### config.mk
export PLATFORM = sky130hd
export DESIGN_NAME = double_ended_queue_core
export DESIGN_NICKNAME = d
export VERILOG_FILES = /design/src/rtl/deq_pkg.sv /design/src/rtl/deq_ram.sv /design/src/rtl/deq_ctrl.sv /design/src/rtl/deq_dp.sv /design/src/rtl/double_ended_queue_core.sv
export VERILOG_INCLUDE_DIRS = /design/src /design/src/rtl
export SDC_FILE = /design/constraint.sdc
export NUM_CORES = 2
export LEC_CHECK = 0
export ABC_AREA = 1
export ABC_CLOCK_PERIOD_IN_PS = 8400
export BUFFER_PORTS_ARGS = -buffer_cell sky130_fd_sc_hd__clkbuf_2
export CORE_MARGIN = 10
export CORE_UTILIZATION = 30
export DETAILED_ROUTE_END_ITERATION = 12
export GPL_ROUTABILITY_DRIVEN = 0
export SLEW_MARGIN = 20
export SYNTH_ARGS = -nofsm -noshare
export SYNTH_HDL_FRONTEND = slang
export SYNTH_SLANG_ARGS = --single-unit
export TNS_END_PERCENT = 50
### constraint.sdc
create_clock -name clk -period 8.4 [get_ports clk]
set_clock_uncertainty 0.15 [all_clocks]
set_input_delay 1.68 -clock clk [delete_from_list [all_inputs] [get_ports clk]]
set_output_delay 1.68 -clock clk [all_outputs]
set_load 0.03 [all_outputs]
### src/rtl/double_ended_queue_core_defines.svh
// Assertion macros shared by the deque core RTL.
// Depends on nothing; included by files that carry concurrent checks.
`ifndef DOUBLE_ENDED_QUEUE_CORE_DEFINES_SVH
`define DOUBLE_ENDED_QUEUE_CORE_DEFINES_SVH

// same-cycle implication, disabled while reset is asserted
`define DEQ_ASSERT_NOW(label, clk, rst_n, ante, cons, msg) \
  label: assert property (@(posedge clk) disable iff (!rst_n) (ante) |-> (cons)) \
    else $error(msg);

// next-cycle implication, disabled while reset is asserted
`define DEQ_ASSERT_NEXT(label, clk, rst_n, ante, cons, msg) \
  label: assert property (@(posedge clk) disable iff (!rst_n) (ante) |=> (cons)) \
    else $error(msg);

`endif

### src/rtl/deq_pkg.sv
// Deque core package: sizes, operation and status codes, word and control types.
// Depends on nothing; used by every module of the deque core but deq_ram.
package deq_pkg;

  localparam int DEPTH = 64;
  localparam int IDX_W = (DEPTH > 1) ? $clog2(DEPTH) : 1;
  localparam int CNT_W = 7;
  localparam int SUM_W = CNT_W + 1;
  localparam int DATA_W = 32;

  localparam logic [2:0] OP_PUSH_FRONT = 3'd0;
  localparam logic [2:0] OP_PUSH_BACK  = 3'd1;
  localparam logic [2:0] OP_POP_FRONT  = 3'd2;
  localparam logic [2:0] OP_POP_BACK   = 3'd3;
  localparam logic [2:0] OP_DUMP       = 3'd4;

  localparam logic [1:0] ST_OK    = 2'd0;
  localparam logic [1:0] ST_EMPTY = 2'd1;
  localparam logic [1:0] ST_FULL  = 2'd2;

  typedef struct packed {
    logic [2:0]               operation;
    logic signed [DATA_W-1:0] push_value;
  } in_word_t;

  typedef struct packed {
    logic signed [DATA_W-1:0] item_value;
    logic [CNT_W-1:0]         entry_count;
    logic [1:0]               status;
    logic                     last_result;
  } out_word_t;

  typedef struct packed {
    logic load;
    logic exec;
    logic dump_step;
  } ctrl_cmd_t;

  typedef struct packed {
    logic dump_go;
    logic dump_last;
  } dp_stat_t;

endpackage

### src/rtl/deq_ram.sv
// Generic single-write, single-read RAM with registered read data.
// Depends on nothing; holds the deque entries.
module deq_ram #(
  parameter int WIDTH = 32,
  parameter int DEPTH = 64,
  localparam int AW = (DEPTH > 1) ? $clog2(DEPTH) : 1
) (
  input  logic             clk,
  input  logic             wr_en,
  input  logic [AW-1:0]    wr_addr,
  input  logic [WIDTH-1:0] wr_data,
  input  logic [AW-1:0]    rd_addr,
  output logic [WIDTH-1:0] rd_data
);

  logic [WIDTH-1:0] mem [DEPTH];
  logic [WIDTH-1:0] rd_data_r;

  always_ff @(posedge clk) begin
    if (wr_en) begin
      mem[wr_addr] <= wr_data;
    end
    rd_data_r <= mem[rd_addr];
  end

  assign rd_data = rd_data_r;

endmodule

### src/rtl/deq_ctrl.sv
// Deque controller: sequences accept, execute and dump streaming.
// Depends on deq_pkg; drives commands into deq_dp.
module deq_ctrl (
  input  logic                 clk,
  input  logic                 rst_n,
  input  logic                 start,
  input  deq_pkg::dp_stat_t    stat,
  output deq_pkg::ctrl_cmd_t   cmd,
  output logic                 busy
);

  localparam logic [1:0] S_IDLE = 2'd0;
  localparam logic [1:0] S_EXEC = 2'd1;
  localparam logic [1:0] S_DUMP = 2'd2;

  logic [1:0] state_r;
  logic [1:0] state_nxt;

  always_comb begin
    state_nxt = state_r;
    cmd = '0;
    case (state_r)
      S_IDLE: begin
        if (start) begin
          cmd.load = 1'b1;
          state_nxt = S_EXEC;
        end
      end
      S_EXEC: begin
        cmd.exec = 1'b1;
        state_nxt = stat.dump_go ? S_DUMP : S_IDLE;
      end
      S_DUMP: begin
        cmd.dump_step = 1'b1;
        if (stat.dump_last) begin
          state_nxt = S_IDLE;
        end
      end
      default: begin
        state_nxt = S_IDLE;
      end
    endcase
  end

  always_ff @(posedge clk) begin
    if (!rst_n) begin
      state_r <= S_IDLE;
    end else begin
      state_r <= state_nxt;
    end
  end

  assign busy = (state_r != S_IDLE);

endmodule

### src/rtl/deq_dp.sv
// Deque datapath: ring pointers, entry RAM and registered result word.
// Depends on deq_pkg and deq_ram; commanded by deq_ctrl.
module deq_dp (
  input  logic                 clk,
  input  logic                 rst_n,
  input  deq_pkg::ctrl_cmd_t   cmd,
  input  deq_pkg::in_word_t    in_word,
  output deq_pkg::dp_stat_t    stat,
  output logic                 out_strobe,
  output deq_pkg::out_word_t   out_word
);

  logic [2:0]                      op_r;
  logic [deq_pkg::DATA_W-1:0]      val_r;
  logic [deq_pkg::IDX_W-1:0]       front_r, front_nxt;
  logic [deq_pkg::CNT_W-1:0]       count_r, count_nxt;
  logic [deq_pkg::IDX_W-1:0]       ptr_r, ptr_nxt;
  logic [deq_pkg::CNT_W-1:0]       rem_r, rem_nxt;
  logic                            out_strobe_r, out_strobe_nxt;
  deq_pkg::out_word_t              out_word_r, out_word_nxt;

  logic [deq_pkg::IDX_W-1:0]       front_inc, front_dec, ptr_inc, back_addr;
  logic [deq_pkg::SUM_W-1:0]       back_sum;
  logic                            full, empty, emit;
  logic [1:0]                      status_v;
  logic                            wr_en;
  logic [deq_pkg::IDX_W-1:0]       wr_addr, rd_addr;
  logic [deq_pkg::DATA_W-1:0]      rd_data;

  deq_ram #(
    .WIDTH (deq_pkg::DATA_W),
    .DEPTH (deq_pkg::DEPTH)
  ) u_ram (
    .clk     (clk),
    .wr_en   (wr_en),
    .wr_addr (wr_addr),
    .wr_data (val_r),
    .rd_addr (rd_addr),
    .rd_data (rd_data)
  );

  assign full  = (count_r == deq_pkg::CNT_W'(deq_pkg::DEPTH));
  assign empty = (count_r == '0);

  assign front_inc = (front_r == deq_pkg::IDX_W'(deq_pkg::DEPTH - 1)) ? '0 : front_r + 1'b1;
  assign front_dec = (front_r == '0) ? deq_pkg::IDX_W'(deq_pkg::DEPTH - 1) : front_r - 1'b1;
  assign ptr_inc   = (ptr_r == deq_pkg::IDX_W'(deq_pkg::DEPTH - 1)) ? '0 : ptr_r + 1'b1;
  assign back_sum  = deq_pkg::SUM_W'(front_r) + deq_pkg::SUM_W'(count_r);
  assign back_addr = (back_sum >= deq_pkg::SUM_W'(deq_pkg::DEPTH))
                   ? deq_pkg::IDX_W'(back_sum - deq_pkg::SUM_W'(deq_pkg::DEPTH))
                   : deq_pkg::IDX_W'(back_sum);

  always_comb begin
    front_nxt      = front_r;
    count_nxt      = count_r;
    ptr_nxt        = ptr_r;
    rem_nxt        = rem_r;
    out_strobe_nxt = 1'b0;
    out_word_nxt   = out_word_r;
    wr_en          = 1'b0;
    wr_addr        = back_addr;
    rd_addr        = ptr_r;
    status_v       = deq_pkg::ST_OK;
    emit           = 1'b0;

    if (cmd.exec) begin
      emit    = 1'b1;
      rd_addr = front_r;
      case (op_r)
        deq_pkg::OP_PUSH_FRONT: begin
          if (full) begin
            status_v = deq_pkg::ST_FULL;
          end else begin
            wr_en     = 1'b1;
            wr_addr   = front_dec;
            front_nxt = front_dec;
            count_nxt = count_r + 1'b1;
          end
        end
        deq_pkg::OP_PUSH_BACK: begin
          if (full) begin
            status_v = deq_pkg::ST_FULL;
          end else begin
            wr_en     = 1'b1;
            count_nxt = count_r + 1'b1;
          end
        end
        deq_pkg::OP_POP_FRONT: begin
          if (empty) begin
            status_v = deq_pkg::ST_EMPTY;
          end else begin
            front_nxt = front_inc;
            count_nxt = count_r - 1'b1;
          end
        end
        deq_pkg::OP_POP_BACK: begin
          if (empty) begin
            status_v = deq_pkg::ST_EMPTY;
          end else begin
            count_nxt = count_r - 1'b1;
          end
        end
        deq_pkg::OP_DUMP: begin
          if (empty) begin
            status_v = deq_pkg::ST_EMPTY;
          end else begin
            emit    = 1'b0;
            ptr_nxt = front_inc;
            rem_nxt = count_r;
          end
        end
        default: begin
          status_v = deq_pkg::ST_OK;
        end
      endcase
      if (emit) begin
        out_strobe_nxt           = 1'b1;
        out_word_nxt.item_value  = '0;
        out_word_nxt.entry_count = count_nxt;
        out_word_nxt.status      = status_v;
        out_word_nxt.last_result = 1'b1;
      end
    end else if (cmd.dump_step) begin
      // stream one entry, prefetch the next slot
      out_strobe_nxt           = 1'b1;
      out_word_nxt.item_value  = $signed(rd_data);
      out_word_nxt.entry_count = count_r;
      out_word_nxt.status      = deq_pkg::ST_OK;
      out_word_nxt.last_result = stat.dump_last;
      ptr_nxt                  = ptr_inc;
      rem_nxt                  = rem_r - 1'b1;
    end
  end

  always_ff @(posedge clk) begin
    if (cmd.load) begin
      op_r  <= in_word.operation;
      val_r <= in_word.push_value;
    end
    ptr_r      <= ptr_nxt;
    out_word_r <= out_word_nxt;
  end

  always_ff @(posedge clk) begin
    if (!rst_n) begin
      front_r      <= '0;
      count_r      <= '0;
      rem_r        <= '0;
      out_strobe_r <= 1'b0;
    end else begin
      front_r      <= front_nxt;
      count_r      <= count_nxt;
      rem_r        <= rem_nxt;
      out_strobe_r <= out_strobe_nxt;
    end
  end

  assign stat.dump_go   = (op_r == deq_pkg::OP_DUMP) && !empty;
  assign stat.dump_last = (rem_r == deq_pkg::CNT_W'(1));
  assign out_strobe     = out_strobe_r;
  assign out_word       = out_word_r;

endmodule

### src/rtl/double_ended_queue_core.sv
// Double-ended queue of signed 32-bit words in a 64-entry ring RAM. A word is
// taken when start is high and busy is low; busy then stays high for one cycle
// on push, pop and undefined operations, and their single result strobes on
// out_strobe in the cycle after that, so the next such word is taken only
// after busy falls. A dump of N stored entries keeps busy high through the
// execute and dump states and delivers N results on consecutive cycles, one
// RAM read per cycle, the last marked by last_result; an empty dump gives one
// empty-status result. Each result is valid for exactly one cycle and cannot be
// held off: the receiver must capture every cycle in which out_strobe is high.
// Depends on deq_pkg, deq_ctrl, deq_dp, deq_ram and the core defines header.
`include "double_ended_queue_core_defines.svh"

module double_ended_queue_core (
  input  logic                clk,
  input  logic                rst_n,
  input  logic                start,
  output logic                busy,
  input  deq_pkg::in_word_t   in_word,
  output logic                out_strobe,
  output deq_pkg::out_word_t  out_word
);

  deq_pkg::ctrl_cmd_t cmd;
  deq_pkg::dp_stat_t  stat;

  deq_ctrl u_ctrl (
    .clk   (clk),
    .rst_n (rst_n),
    .start (start),
    .stat  (stat),
    .cmd   (cmd),
    .busy  (busy)
  );

  deq_dp u_dp (
    .clk        (clk),
    .rst_n      (rst_n),
    .cmd        (cmd),
    .in_word    (in_word),
    .stat       (stat),
    .out_strobe (out_strobe),
    .out_word   (out_word)
  );

  `DEQ_ASSERT_NEXT(a_accept_busy, clk, rst_n, start && !busy, busy && !out_strobe, "accept must enter execute with no result pending")
  `DEQ_ASSERT_NOW(a_last_idle, clk, rst_n, out_strobe && out_word.last_result, !busy, "final result must coincide with idle")
  `DEQ_ASSERT_NEXT(a_dump_stream, clk, rst_n, out_strobe && !out_word.last_result, out_strobe, "dump stream must not gap")
  `DEQ_ASSERT_NOW(a_count_range, clk, rst_n, out_strobe, out_word.entry_count <= 7'(deq_pkg::DEPTH), "entry count beyond depth")

endmodule

==> results_dict.tcl <==
set metrics [dict create \
    run_status "finished, final reports clean" \
    tritoncts.num_buffers 219 \
    post-synth-top-area-cell "sky130_fd_sc_hd__edfxtp_1" \
    num-nets-final 8356 \
    crit_slowest_cell "sky130_fd_sc_hd__buf_4" \
    initial_core_util 0.3011 \
    fin_total_pwr_mw 38.20 \
    final-setup-viol-count 0 \
    ys_warn_count 0 \
    std_cell_rows 206 \
    global_route_wire_length_before_repair_um 413400 \
    cp_cell_sequence "inv_1 > ha_4 > buf_4 > nand2_8 > nand2_8 > buf_12 > nand2_1 > nand3_1 > nand3_1 > nand3_1 > nand3_1 > nand3_1 > nand2_1" \
    standard_cell_area_after_detailed_placement_sq_mm 0.09990 \
    worst_ep_required_time_ns 8.98 \
    max_cap_viol_count 0 \
    max_slew_headroom_at_the_worst_pin 0.1962 \
    postCtsSetupBuffers 0 \
    cts-hold-fix-buffers 0 \
    max_freq_mhz 193.0 \
    overflow 0 \
    kind_of_capture_point_of_the_worst_setup_path "flop" \
    timing_worst_slew_pin_value_ns 1.206 \
    finalSetupTns_ns 0 \
    detail_route.drc_violations 0 \
    synth_common_cells "sky130_fd_sc_hd__edfxtp_1, sky130_fd_sc_hd__nand3_1, sky130_fd_sc_hd__nand2_1, sky130_fd_sc_hd__inv_1, sky130_fd_sc_hd__nand3b_1" \
    min_delay_src "u_dp.rem_r[6]" \
    critical_path_arrival_ns 5.77 \
    layout.filler_cells 30880 \
    post_route_cells_drive_above_1_share 0.07645 \
    power-per-cell-area_mw_per_mm2 357.1 \
    critPathKind "reg -> reg" \
    ctsResizeCount 0 \
    drt_first_pass_iters 8 \
    grtUsageTotal 0.1592 \
    die_h_um 582.3 \
    seqCellArea_sq_mm 0.06509 \
    post-dp-hpwl_um 141500 \
    post-route-min-period_ns 5.182 \
    worst_skew_pair.late_latency_ns 0.90 \
    vias 64420 \
    placement.io_buffers 81 \
    timing.hold.worst_endpoint "u_dp.rem_r[6]" \
    drt.antenna.violating_nets 0 \
    grt_setup_unrepaired "no" \
    number_of_clock_sinks 2186 \
    ys_types 38 \
    cp_slowest_stage_delay_ns 0.71 \
    via_per_inst 5.092 \
    post-route-util 0.3397 \
    power.ir.vdd_worst_mv 0.4034 \
    ctsLongestPathBuffers 3 \
    htreeDepth 4 \
    postSynthRegisterBits 2186 \
    synthesis_to_layout_area_growth_pct 12.79 \
    worstSetupStartpointType "flop" \
    holdPathStages 2 \
    fp.dieW_um 582.3 \
    final_hold_viol_count 0 \
    synthesis.area_sq_mm 0.09485 \
    post_synth_main_area_contributors "sky130_fd_sc_hd__edfxtp_1, sky130_fd_sc_hd__nand3_1, sky130_fd_sc_hd__nand3b_1" \
    critical_path.max_fanout 170 \
    core_area_sq_mm 0.3150 \
    antenna_found_initial 4 \
    regToRegEndpoint "u_dp.u_ram.rd_data[12]" \
    first_global_vias 61770 \
    r2r_cell_count 13 \
    synth_top_area_frac 0.6747 \
    tritoncts "done" \
    detailedRoute.firstIterationViolations 8236 \
    io_pins 82 \
    wl_per_cell_um 22.38 \
    largest_net_degree_at_the_start_of_global_routing 204 \
    layout_worst_path_cycle_share 0.6170 \
    timing_max_transition_violations_final 0 \
    ys_dominant_reg_cell "sky130_fd_sc_hd__edfxtp_1" \
    reg2reg_from "u_ctrl.state_r[1]" \
    final.hold.worst_slack_ns 0.3293 \
    ff2ff_setup_slack_ns 3.22 \
    timing.critical_path.mode_cell "sky130_fd_sc_hd__nand3_1" \
    yosysSeqAreaShare 0.6863 \
    clk_pin_slew_worst_paths_ns 0.06 \
    design_area_sq_mm 0.1070 \
    min_path_type "reg -> reg" \
    total_wirelength_um 283100 \
    post-synth-top-count-cell "sky130_fd_sc_hd__edfxtp_1" \
    netlist_instances 8383 \
    die-area_sq_mm 0.3391 \
    cts.root.buffer_cell "sky130_fd_sc_hd__clkbuf_16" \
    multi_input_area_sq_mm 0.02348 \
    p_leak_nw 39.89 \
    postSynthAreaPerCell_sq_um 11.31 \
    synth_fp_nets 8439 \
    synth_async_sr_flop_share 0 \
    synth_edf_count 2131 \
]
## kinds of logic (layout without fill, tap and decap cells)
family | Yosys count | after routing | share of synthesized area
DFF | 2186 | 2186 | 0.6863
and+or+nand+nor | 4286 | 4286 | 0.2260
buffers and inverters | 1669 | 1775 | 0.07245
other | 0 | 1 | 0
xor gates and xnor gates | 14 | 14 | 0.001293
adders and majority gates | 18 | 18 | 0.002454
AOI/OAI and AO/OA | 210 | 210 | 0.01157
## state kept, by name, summed over array words and instances, names as in the netlist
register	cells
u_ctrl.state_r	2
u_dp.count_r	7
u_dp.front_r	6
u_dp.op_r	3
u_dp.out_strobe	1
u_dp.out_word	42
u_dp.ptr_r	6
u_dp.rem_r	7
u_dp.u_ram.mem	2048
u_dp.u_ram.rd_data	32
u_dp.val_r	32
## critical path, delay by kind of cell, from the launching register on
kind          cells  cell delay [ns]
buf+inv           3             1.44
fa+ha+maj         1             0.30
simple gates      9             2.60
flops             1             0.33
## per-stage QoR
stage,std cells,setup slack [ns]
floorplan,8383,3.663
global placement,12240,3.376
detailed placement,12240,3.325
CTS,12650,3.294
global route,12650,3.014
finish,12650,3.218
## worst max-delay path by stage
stage / start / endpoint / cells past startpoint
after detailed placement: u_ctrl.state_r[1] / u_dp.u_ram.rd_data[12] / 14
final: u_ctrl.state_r[1] / u_dp.u_ram.rd_data[12] / 13
after CTS: u_ctrl.state_r[1] / u_dp.u_ram.rd_data[12] / 14
after global routing: u_ctrl.state_r[1] / u_dp.u_ram.rd_data[12] / 13
after floorplan: u_ctrl.state_r[1] / u_dp.out_word[0] / 6
after global placement: u_ctrl.state_r[1] / u_dp.u_ram.rd_data[12] / 14
## power breakdown
| group | internal, mW | leakage, nW | switching, mW |
|---|---|---|---|
| Clock | 5.52 | 3.49 | 4.17 |
| Sequential | 12.8 | 19.7 | 0.198 |
| Combinational | 3.88 | 16.8 | 11.7 |
## layout by cell type, fill, tap and decap left out, types with 20 or more instances in the layout
cell type	count
sky130_fd_sc_hd__dfxtp_1	55
sky130_fd_sc_hd__buf_12	23
sky130_fd_sc_hd__clkinv_2	47
sky130_fd_sc_hd__nor2_4	65
sky130_fd_sc_hd__nor2_1	63
sky130_fd_sc_hd__clkbuf_1	60
sky130_fd_sc_hd__o21ai_0	162
sky130_fd_sc_hd__buf_4	137
sky130_fd_sc_hd__clkbuf_2	81
sky130_fd_sc_hd__clkbuf_16	222
sky130_fd_sc_hd__clkbuf_8	20
sky130_fd_sc_hd__clkinv_1	34
sky130_fd_sc_hd__a21oi_1	21
sky130_fd_sc_hd__nand2_1	1475
sky130_fd_sc_hd__nand3b_1	769
sky130_fd_sc_hd__edfxtp_1	2131
sky130_fd_sc_hd__nand3_1	1889
sky130_fd_sc_hd__inv_1	1115
## metal layers
layer	vias to the layer above	global-route usage	share of wire	routed length, um
met2	3248	0.2626	0.47	131900
met4	2	0.06064	0.039	11090
met3	518	0.02481	0.087	24750
met5	-	0	0.000046	13
met1	31960	0.2113	0.41	115300
li1	28690	-	-	-
## area by class of cell
cell class,instances,share of cell area
Sequential cell,2186,0.6084
Multi-Input combinational cell,4528,0.2194
Clock buffer,302,0.05660
Tap cell,4160,0.04865
Inverter,1124,0.03960
Timing Repair Buffer,241,0.01771
Clock inverter,108,0.009543
Antenna cell,1,0.00002339
No activity file was read; power rests on OpenSTA's default activity.
